$ cat src/rtl/core/rpss_pkg.sv
// Shared types and constants for the region page-size splitter.
package rpss_pkg;

  localparam int unsigned WORD_W     = 32;
  localparam int unsigned LEFT_W     = 33;
  localparam int unsigned LOG2_W     = 5;
  localparam int unsigned RIGHTS_W   = 3;
  localparam int unsigned CFG_IDX_W  = 1;

  localparam logic [CFG_IDX_W-1:0] CFG_SIZE_MASK     = 1'b0;
  localparam logic [CFG_IDX_W-1:0] CFG_MIN_PAGE_LOG2 = 1'b1;

  localparam logic [WORD_W-1:0] SIZE_MASK_RST     = 32'h0040_1000;
  localparam logic [LOG2_W-1:0] MIN_PAGE_LOG2_RST = 5'd12;

  localparam logic KIND_LOAD = 1'b0;
  localparam logic KIND_NEXT = 1'b1;

  // Control side of the prepared item held between the two stages.
  typedef struct packed {
    logic                valid;
    logic                load;
    logic [RIGHTS_W-1:0] rights;
  } rpss_item_ctl_t;

  // Index of the highest set bit; zero when no bit is set.
  function automatic logic [LOG2_W-1:0] rpss_top_bit(input logic [WORD_W-1:0] vec);
    logic [LOG2_W-1:0] idx;
    idx = '0;
    for (int i = 0; i < WORD_W; i++) begin
      if (vec[i]) begin
        idx = LOG2_W'(i);
      end
    end
    return idx;
  endfunction

endpackage

$ cat src/rtl/core/rpss_load_prep.sv
// Input stage: rounds a loaded region to the minimum page and registers the item.
module rpss_load_prep
  import rpss_pkg::*;
#(
  parameter int unsigned ADDR_BITS = 32
) (
  input  logic                 clk,
  input  logic                 rst_n,
  input  logic [LOG2_W-1:0]    min_page_log2,
  input  logic                 in_valid,
  output logic                 in_stall,
  input  logic                 in_kind,
  input  logic [WORD_W-1:0]    in_virt_start,
  input  logic [WORD_W-1:0]    in_phys_start,
  input  logic [WORD_W-1:0]    in_length,
  input  logic [RIGHTS_W-1:0]  in_access_rights,
  input  logic                 drain,
  output rpss_item_ctl_t       item_ctl,
  output logic [ADDR_BITS-1:0] item_virt,
  output logic [ADDR_BITS-1:0] item_phys,
  output logic [LEFT_W-1:0]    item_left
);

  rpss_item_ctl_t         ctl_r;
  logic [ADDR_BITS-1:0]   virt_r, virt_nxt;
  logic [ADDR_BITS-1:0]   phys_r, phys_nxt;
  logic [LEFT_W-1:0]      left_r, left_nxt;

  logic [WORD_W-1:0]           min_mask;
  logic [WORD_W-1:0]           virt_w, phys_w;
  logic [WORD_W-1:0]           start_w, pstart_w;
  logic [LEFT_W:0]             end_sum, end_up;
  logic [LEFT_W:0]             span;
  logic [ADDR_BITS+WORD_W-1:0] virt_ab_ext, phys_ab_ext;
  logic [ADDR_BITS+WORD_W-1:0] virt_w_ext, phys_w_ext;
  logic [ADDR_BITS+WORD_W-1:0] start_ext, pstart_ext;
  logic                        take;

  assign in_stall = ctl_r.valid & ~drain;
  assign take     = in_valid & ~in_stall;

  always_comb begin
    min_mask = ~({WORD_W{1'b1}} << min_page_log2);

    // Addresses wrap at the address width before any rounding is applied.
    virt_ab_ext = {{ADDR_BITS{1'b0}}, in_virt_start};
    phys_ab_ext = {{ADDR_BITS{1'b0}}, in_phys_start};
    virt_w_ext  = {{WORD_W{1'b0}}, virt_ab_ext[ADDR_BITS-1:0]};
    phys_w_ext  = {{WORD_W{1'b0}}, phys_ab_ext[ADDR_BITS-1:0]};
    virt_w      = virt_w_ext[WORD_W-1:0];
    phys_w      = phys_w_ext[WORD_W-1:0];

    start_w  = virt_w & ~min_mask;
    pstart_w = phys_w & ~min_mask;

    // The region end is taken without wrapping, so the span needs the extra bits.
    end_sum = {2'b00, virt_w} + {2'b00, in_length} + {2'b00, min_mask};
    end_up  = end_sum & ~{2'b00, min_mask};
    span    = end_up - {2'b00, start_w};

    start_ext  = {{ADDR_BITS{1'b0}}, start_w};
    pstart_ext = {{ADDR_BITS{1'b0}}, pstart_w};
    virt_nxt   = start_ext[ADDR_BITS-1:0];
    phys_nxt   = pstart_ext[ADDR_BITS-1:0];
    left_nxt   = span[LEFT_W-1:0];
  end

  always_ff @(posedge clk) begin
    if (!rst_n) begin
      ctl_r <= '0;
    end else if (!in_stall) begin
      ctl_r.valid  <= in_valid;
      ctl_r.load   <= (in_kind == KIND_LOAD);
      ctl_r.rights <= in_access_rights;
    end
  end

  always_ff @(posedge clk) begin
    if (take) begin
      virt_r <= virt_nxt;
      phys_r <= phys_nxt;
      left_r <= left_nxt;
    end
  end

  assign item_ctl  = ctl_r;
  assign item_virt = virt_r;
  assign item_phys = phys_r;
  assign item_left = left_r;

endmodule

$ cat src/rtl/core/rpss_chunk_step.sv
// Region state, page-size choice and the result register.
module rpss_chunk_step
  import rpss_pkg::*;
#(
  parameter int unsigned ADDR_BITS = 32
) (
  input  logic                 clk,
  input  logic                 rst_n,
  input  logic [WORD_W-1:0]    size_mask,
  input  rpss_item_ctl_t       item_ctl,
  input  logic [ADDR_BITS-1:0] item_virt,
  input  logic [ADDR_BITS-1:0] item_phys,
  input  logic [LEFT_W-1:0]    item_left,
  output logic                 drain,
  output logic                 out_valid,
  input  logic                 out_stall,
  output logic [WORD_W-1:0]    out_chunk_virt,
  output logic [WORD_W-1:0]    out_chunk_phys,
  output logic [LOG2_W-1:0]    out_chunk_log2,
  output logic [RIGHTS_W-1:0]  out_chunk_rights,
  output logic                 out_is_last,
  output logic                 out_no_fit_error
);

  logic [ADDR_BITS-1:0] cur_virt_r, cur_virt_nxt;
  logic [ADDR_BITS-1:0] cur_phys_r, cur_phys_nxt;
  logic [LEFT_W-1:0]    left_r, left_nxt;
  logic [RIGHTS_W-1:0]  rights_r, rights_nxt;

  logic                 out_valid_r, out_valid_nxt;
  logic [WORD_W-1:0]    virt_o_r, virt_o_nxt;
  logic [WORD_W-1:0]    phys_o_r, phys_o_nxt;
  logic [LOG2_W-1:0]    log2_o_r, log2_o_nxt;
  logic [RIGHTS_W-1:0]  rights_o_r, rights_o_nxt;
  logic                 last_o_r, last_o_nxt;
  logic                 err_o_r, err_o_nxt;

  logic [ADDR_BITS-1:0]        src_virt, src_phys;
  logic [LEFT_W-1:0]           src_left;
  logic [RIGHTS_W-1:0]         src_rights;
  logic [ADDR_BITS+WORD_W-1:0] virt_ext, phys_ext, size_ext;
  logic [WORD_W-1:0]           virt_w, phys_w, addr_or;
  logic [WORD_W-1:0]           fits, aligned, cand;
  logic                        found;
  logic [LOG2_W-1:0]           pick;
  logic [WORD_W-1:0]           pg_bytes;
  logic [LEFT_W-1:0]           left_after;
  logic [ADDR_BITS-1:0]        size_ab;
  logic                        out_free;

  assign out_free = ~out_valid_r | ~out_stall;
  assign drain    = item_ctl.valid & out_free;

  always_comb begin
    // A load item replaces whatever region was active.
    src_virt   = item_ctl.load ? item_virt : cur_virt_r;
    src_phys   = item_ctl.load ? item_phys : cur_phys_r;
    src_left   = item_ctl.load ? item_left : left_r;
    src_rights = item_ctl.load ? item_ctl.rights : rights_r;

    virt_ext = {{WORD_W{1'b0}}, src_virt};
    phys_ext = {{WORD_W{1'b0}}, src_phys};
    virt_w   = virt_ext[WORD_W-1:0];
    phys_w   = phys_ext[WORD_W-1:0];
    addr_or  = virt_w | phys_w;

    // A size fits when a bit at or above its position is set in the byte count,
    // and both addresses are aligned when no bit below it is set.
    for (int n = 0; n < WORD_W; n++) begin
      fits[n]    = |(src_left >> n);
      aligned[n] = ~|(addr_or & ~({WORD_W{1'b1}} << n));
    end
    cand  = size_mask & fits & aligned;
    found = |cand;
    pick  = rpss_top_bit(cand);

    pg_bytes   = WORD_W'(1) << pick;
    left_after = src_left - {1'b0, pg_bytes};
    size_ext   = {{ADDR_BITS{1'b0}}, pg_bytes};
    size_ab    = size_ext[ADDR_BITS-1:0];

    cur_virt_nxt = src_virt;
    cur_phys_nxt = src_phys;
    left_nxt     = '0;
    rights_nxt   = src_rights;
    if (found) begin
      cur_virt_nxt = src_virt + size_ab;
      cur_phys_nxt = src_phys + size_ab;
      left_nxt     = left_after;
    end

    virt_o_nxt   = virt_w;
    phys_o_nxt   = phys_w;
    rights_o_nxt = src_rights;
    log2_o_nxt   = found ? pick : '0;
    err_o_nxt    = ~found;
    last_o_nxt   = ~found | (left_after == '0);

    // An empty region, or a next request with none active, gives no beat.
    out_valid_nxt = out_valid_r & out_stall;
    if (out_free) begin
      out_valid_nxt = item_ctl.valid & (src_left != '0);
    end
  end

  always_ff @(posedge clk) begin
    if (!rst_n) begin
      cur_virt_r  <= '0;
      cur_phys_r  <= '0;
      left_r      <= '0;
      rights_r    <= '0;
      out_valid_r <= 1'b0;
    end else begin
      out_valid_r <= out_valid_nxt;
      if (drain) begin
        cur_virt_r <= cur_virt_nxt;
        cur_phys_r <= cur_phys_nxt;
        left_r     <= left_nxt;
        rights_r   <= rights_nxt;
      end
    end
  end

  always_ff @(posedge clk) begin
    if (out_free) begin
      virt_o_r   <= virt_o_nxt;
      phys_o_r   <= phys_o_nxt;
      log2_o_r   <= log2_o_nxt;
      rights_o_r <= rights_o_nxt;
      last_o_r   <= last_o_nxt;
      err_o_r    <= err_o_nxt;
    end
  end

  assign out_valid        = out_valid_r;
  assign out_chunk_virt   = virt_o_r;
  assign out_chunk_phys   = phys_o_r;
  assign out_chunk_log2   = log2_o_r;
  assign out_chunk_rights = rights_o_r;
  assign out_is_last      = last_o_r;
  assign out_no_fit_error = err_o_r;

endmodule

$ cat src/rtl/core/region_page_size_splitter.sv
// Top level of the region page-size splitter: configuration registers and the two stages.
//
//   Channel  Direction  Handshake            Payload
//   in_      sink       in_valid/in_stall    kind, virt/phys start, length, rights
//   out_     source     out_valid/out_stall  chunk virt/phys, log2, rights, last, error
//   cfg_     sink       cfg_we               cfg_index, cfg_wdata
//
// One input beat is accepted per cycle unless a held item stalls the input; its
// result, if any, passes through the input register, then the result register.
// The page choice for one chunk is a single pass through the size mask, so the
// region state is updated as each item drains, ready for the following beat.
// Reset is synchronous and empties both stages; no region is active after it.
// A stalled result holds the result register and, through it, the input register.
module region_page_size_splitter
  import rpss_pkg::*;
#(
  parameter int unsigned ADDR_BITS = 32
) (
  input  logic                clk,
  input  logic                rst_n,
  input  logic                cfg_we,
  input  logic [CFG_IDX_W-1:0] cfg_index,
  input  logic [WORD_W-1:0]   cfg_wdata,
  input  logic                in_valid,
  output logic                in_stall,
  input  logic                in_kind,
  input  logic [WORD_W-1:0]   in_virt_start,
  input  logic [WORD_W-1:0]   in_phys_start,
  input  logic [WORD_W-1:0]   in_length,
  input  logic [RIGHTS_W-1:0] in_access_rights,
  output logic                out_valid,
  input  logic                out_stall,
  output logic [WORD_W-1:0]   out_chunk_virt,
  output logic [WORD_W-1:0]   out_chunk_phys,
  output logic [LOG2_W-1:0]   out_chunk_log2,
  output logic [RIGHTS_W-1:0] out_chunk_rights,
  output logic                out_is_last,
  output logic                out_no_fit_error
);

  logic [WORD_W-1:0]    size_mask_r;
  logic [LOG2_W-1:0]    min_page_log2_r;

  rpss_item_ctl_t       item_ctl;
  logic [ADDR_BITS-1:0] item_virt, item_phys;
  logic [LEFT_W-1:0]    item_left;
  logic                 drain;

  always_ff @(posedge clk) begin
    if (!rst_n) begin
      size_mask_r     <= SIZE_MASK_RST;
      min_page_log2_r <= MIN_PAGE_LOG2_RST;
    end else if (cfg_we) begin
      unique case (cfg_index)
        CFG_SIZE_MASK:     size_mask_r     <= cfg_wdata;
        CFG_MIN_PAGE_LOG2: min_page_log2_r <= cfg_wdata[LOG2_W-1:0];
        default: ;
      endcase
    end
  end

  rpss_load_prep #(
    .ADDR_BITS (ADDR_BITS)
  ) u_prep (
    .clk              (clk),
    .rst_n            (rst_n),
    .min_page_log2    (min_page_log2_r),
    .in_valid         (in_valid),
    .in_stall         (in_stall),
    .in_kind          (in_kind),
    .in_virt_start    (in_virt_start),
    .in_phys_start    (in_phys_start),
    .in_length        (in_length),
    .in_access_rights (in_access_rights),
    .drain            (drain),
    .item_ctl         (item_ctl),
    .item_virt        (item_virt),
    .item_phys        (item_phys),
    .item_left        (item_left)
  );

  rpss_chunk_step #(
    .ADDR_BITS (ADDR_BITS)
  ) u_step (
    .clk              (clk),
    .rst_n            (rst_n),
    .size_mask        (size_mask_r),
    .item_ctl         (item_ctl),
    .item_virt        (item_virt),
    .item_phys        (item_phys),
    .item_left        (item_left),
    .drain            (drain),
    .out_valid        (out_valid),
    .out_stall        (out_stall),
    .out_chunk_virt   (out_chunk_virt),
    .out_chunk_phys   (out_chunk_phys),
    .out_chunk_log2   (out_chunk_log2),
    .out_chunk_rights (out_chunk_rights),
    .out_is_last      (out_is_last),
    .out_no_fit_error (out_no_fit_error)
  );

endmodule

$ cat config.mk
export PLATFORM = sky130hd
export DESIGN_NAME = region_page_size_splitter
export DESIGN_NICKNAME = d
export VERILOG_FILES = /design/src/rtl/core/rpss_pkg.sv /design/src/rtl/core/rpss_load_prep.sv /design/src/rtl/core/rpss_chunk_step.sv /design/src/rtl/core/region_page_size_splitter.sv
export SDC_FILE = /design/constraint.sdc
export NUM_CORES = 1
export LEC_CHECK = 0
export ABC_CLOCK_PERIOD_IN_PS = 16050
export BUFFER_PORTS_ARGS = -buffer_cell sky130_fd_sc_hd__buf_2
export CAP_MARGIN = 25
export CORE_MARGIN = 2
export CORE_UTILIZATION = 30
export CTS_CLUSTER_SIZE = 12
export DETAILED_ROUTE_END_ITERATION = 8
export GPL_ROUTABILITY_DRIVEN = 0
export GPL_TIMING_DRIVEN = 0
export SLEW_MARGIN = 10
export SYNTH_ARGS = -nofsm -noshare
export SYNTH_HDL_FRONTEND = slang
export SYNTH_HIERARCHICAL = 1
export SYNTH_SLANG_ARGS = --single-unit
export TNS_END_PERCENT = 10
$ cat constraint.sdc
create_clock -name clk -period 16.05 [get_ports clk]
set_input_delay 4.0125 -clock clk [delete_from_list [all_inputs] [get_ports clk]]
set_output_delay 4.0125 -clock clk [all_outputs]
set_load 0.005 [all_outputs]
==> key figures <==
Logic synthesis
  – Synth area leader: edfxtp_1
  – Warnings, synthesis: 6
  – Post-synth top area share: 0.2146
  – Part of the Yosys area used for sequential elements: 0.3343
  – Synth Instances: around 2.7k
  – Async SR Flop Fraction: 0
  – Mapped Avg Cell Area: between 8 and 9 sq um
  – EDFF count, synth: approximately 170
  – Register bit count reported by yosys: around 310
  – Cell Area, Synth: about 24,000 sq um
  – Synth top area cells: edfxtp_1 21%, dfxtp_1 12%, ha_1 8.4%
  – Dominant synthesized flop cell: edfxtp_1
  – Syn_nets: about 3.1k
  – Yosys cell types: 89

CTS
  – Inserted Clock Buffers: 39
  – CTS max path bufs: 3
  – Post-CTS resize count: 0
  – CTS H-tree depth: 2
  – Setup Buffers After CTS: 0
  – Sink Count: between 300 and 400
  – TritonCTS clock tree: done
  – Clock slew at reported path FFs: roughly 0.060 ns
  – Root Driver: clkbuf_16
  – Worst-Skew Late Latency: about 0.57 ns
  – CTS Hold Bufs: 0

Run
  – Total of max-cap violations: 0

Min path
  – Hold crit path type: reg2reg
  – Hold EP: u_step/left_r[29]$_SDFFE_PN0P_
  – Hold_sp: u_step/left_r[29]$_SDFFE_PN0P_
  – Hold-critical path depth: 2

Timing
  – Tcrit/Tclk final: 0.6884
  – Slew headroom: 0.2490
  – Setup violations, final: 0
  – RSZ-0062 raised after global routing: false
  – Max Freq: between 0.09 and 0.1 GHz
  – Clock Skew: roughly 0.021 ns
  – Final Slew Violations: 0
  – Min Tclk post-route: between 10 and 15 ns
  – Worst setup margin: 5.001 ns
  – Total negative slack: 0 ns
  – Final Hold Viols: 0
  – Least-Margin Pin Slew: around 1.1 ns

Place
  – IO buf count: ~210
  – Placed cells: about 4.0k
  – Pre-CTS WS: about 5.1 ns
  – HPWL Detailed: approximately 75 mm

Run status
  – Outcome: finished clean

Floorplanning
  – Core Area: around 79,000 sq um
  – Starting Density: 0.3028
  – Die width: between 200 and 300 um
  – # rows: around 100
  – Die ar.: 82,020 sq um
  – Num ports: around 210
  – Die height: ~290 um

Cells and area
  – Fillers: between 8k and 9k
  – Nets: 3,309
  – Layout Utilization: 0.3502
  – Layout cells sized above 1: 0.1527
  – Post-Layout Cell Count: around 4.1k
  – Syn-to-layout area delta: 15.65%

Detailed routing
  – 1st-iter DRT viols: a little under 2k
  – Drt wl/cell: between 20 and 25 um
  – DRT antenna net count: 0
  – Via count: roughly 22k
  – DR DRC count: 0
  – Drt pass-1 iters: 7
  – Drt total wl: just over 90 mm
  – Post-DR vias/cell: 5.425

Power
  – Power Density: 121.2 nW/um^2
  – Leak Pwr: around 12 nW
  – Peak VDD IR: ~0.000061 V

Global route
  – Global routing's busiest layer: met2
  – Largest net degree at the start of global routing: 65
  – Initial antenna violation count: 4
  – Vias in the first global route: about 21k
  – Total GRT Usage: 0.2168
  – GR Util met3: 0.03378
  – Met2 GRT Util: 0.3468
  – First-pass GRT wire length: 132.9 mm
  – GR Overflow Total: 0
  – Met1 GRT Util: 0.2870

Critical path
  – WP data arrival: between 7 and 8 ns
  – CP endpoint kind: output port
  – Crit-path max FO: 18
  – Crit. Startpoint: out_stall
  – Crit path cell chain: buf_2, nand2_4, nand2_1, inv_1, clkbuf_1, clkbuf_1, nand2b_1, inv_1, buf_2
  – Reg2Reg Depth: 30
  – Reg2Reg Launch Point: u_prep/item_ctl[3]$_SDFFE_PN0N_
  – Slowest cell on crit path: clkbuf_1
  – Worst EP required: 12.04 ns
  – Worst path max stage delay: approximately 0.76 ns
  – Worst r2r dst: u_step/out_is_last$_DFFE_PN_
  – Critical path class: in2out
  – Startpoint types: primary input
  – Reg2reg setup slack: between 5 and 6 ns
## cells by family (layout without fill, tap and decap cells)
| family | count (synthesis) | count (layout) | share of synthesized area |
|---|---|---|---|
| compound gates | 735 | 735 | 0.1985 |
| xor+xnor | 122 | 122 | 0.04466 |
| mux | 149 | 149 | 0.06736 |
| simple gates | 982 | 982 | 0.2020 |
| fa+ha+maj | 195 | 195 | 0.1130 |
| other cells | 0 | 3 | 0 |
| flops | 314 | 314 | 0.3343 |
| buf+inv | 221 | 509 | 0.04022 |
## metal layers
metal	vias to the layer above	routed length [um]	part of all wire
li1	10470	-	-
met1	10350	39600	0.43
met2	1011	40390	0.44
met3	195	7006	0.077
met4	0	4517	0.049
met5	-	0	0
## final cells by class
type | instances | area (sq um) | area share
clock buffer | 53 | 1135 | 0.04102
clock inverter | 18 | 126.4 | 0.004567
tap | 1050 | 1314 | 0.04748
multi-input combinational | 2183 | 14970 | 0.5412
timing repair buffer | 217 | 1151 | 0.04160
buffer | 108 | 536.8 | 0.01940
inverter | 113 | 425.4 | 0.01538
sequential | 314 | 7998 | 0.2891
antenna | 3 | 7.507 | 0.0002713
## sequential cells by signal, indices dropped and copies added, names as in the netlist, 3 cells and up
register and count:
u_step/out_chunk_rights 3, u_prep/item_ctl 5, u_prep/item_phys 32, u_step/rights_r 3, u_step/cur_phys_r 32, min_page_log2_r 5
size_mask_r 32, u_step/cur_virt_r 32, u_step/left_r 33, u_step/out_chunk_virt 32, u_prep/item_virt 32, u_step/out_chunk_log2 5
u_step/out_chunk_phys 32, u_prep/item_left 33
## how the worst max path moves through the flow
stage	endpoint	slack, ns	depth (start not counted)
2_1_floorplan	in_stall	5.02	7
4_1_cts	in_stall	5.05	9
3_3_place_gp	in_stall	2.13	9
5_1_grt	in_stall	4.88	9
3_5_place_dp	in_stall	5.05	9
6_report	in_stall	5.00	9
## per-stage QoR
step / hold slack [ns] / total power [mW] / cell area [sq um]
floorplan: 0.4295 / 2.022 / 23920
detailed placement: 0.4427 / 2.448 / 26400
global placement: 0.4378 / 2.437 / 26300
global route: 0.4758 / 3.532 / 27660
CTS: 0.4503 / 3.335 / 27660
finish: 0.4516 / 3.352 / 27670
## power breakdown
part	switching [mW]	internal, mW
clock	0.365	0.514
sequential	0.0826	0.982
combinational	0.864	0.546
## placed cells by master, fill, tap and decap left out, types with 13 or more instances in the layout
cell and n:
nand2_1 271, nor2_1 239, buf_2 225, a21oi_1 207, edfxtp_1 171, ha_1 160
dfxtp_1 143, o21ai_0 131, inv_1 109, mux2_2 96, clkbuf_1 83, nor3_1 79
a21o_1 75, xnor2_1 72, nand3_1 64, mux2i_1 53, xor2_1 50, and3_1 47
nand2b_1 46, clkbuf_16 44, a211oi_1 44, or3_1 43, o21a_1 40, a31oi_1 38
nor2b_1 36, and2_1 35, fa_1 35, o211ai_1 28, nand4_1 23, o21ai_1 23
or3b_2 23, o21bai_1 15, or2_2 14, nor3b_1 14, a21boi_0 13
## critical path: cells and delay by family
family / cells / cell delay, ns
buf+inv: 6 / 2.04
simple gates: 3 / 0.95
## cell usage after synthesis (12+ instances only)
library cell and instances:
clkbuf_1 74, xnor2_1 72, a31oi_1 38, a21oi_1 207
xor2_1 50, nand2b_1 46, nor3_1 79, o21ai_0 131
mux2i_1 53, o21bai_1 15, a21boi_0 13, buf_2 12
or3_1 43, o21ai_1 23, ha_1 160, mux2_2 96
and2_1 36, or3b_2 23, dfxtp_1 143, nor3b_1 14
nand4_1 23, nand3_1 64, o211ai_1 28, nor2b_1 36
a211oi_1 44, a21o_1 75, and3_1 47, o21a_1 40
inv_1 109, or2_2 14, fa_1 35, edfxtp_1 171
nand2_1 272, nor2_1 239
(Power assumes the default switching activity.)
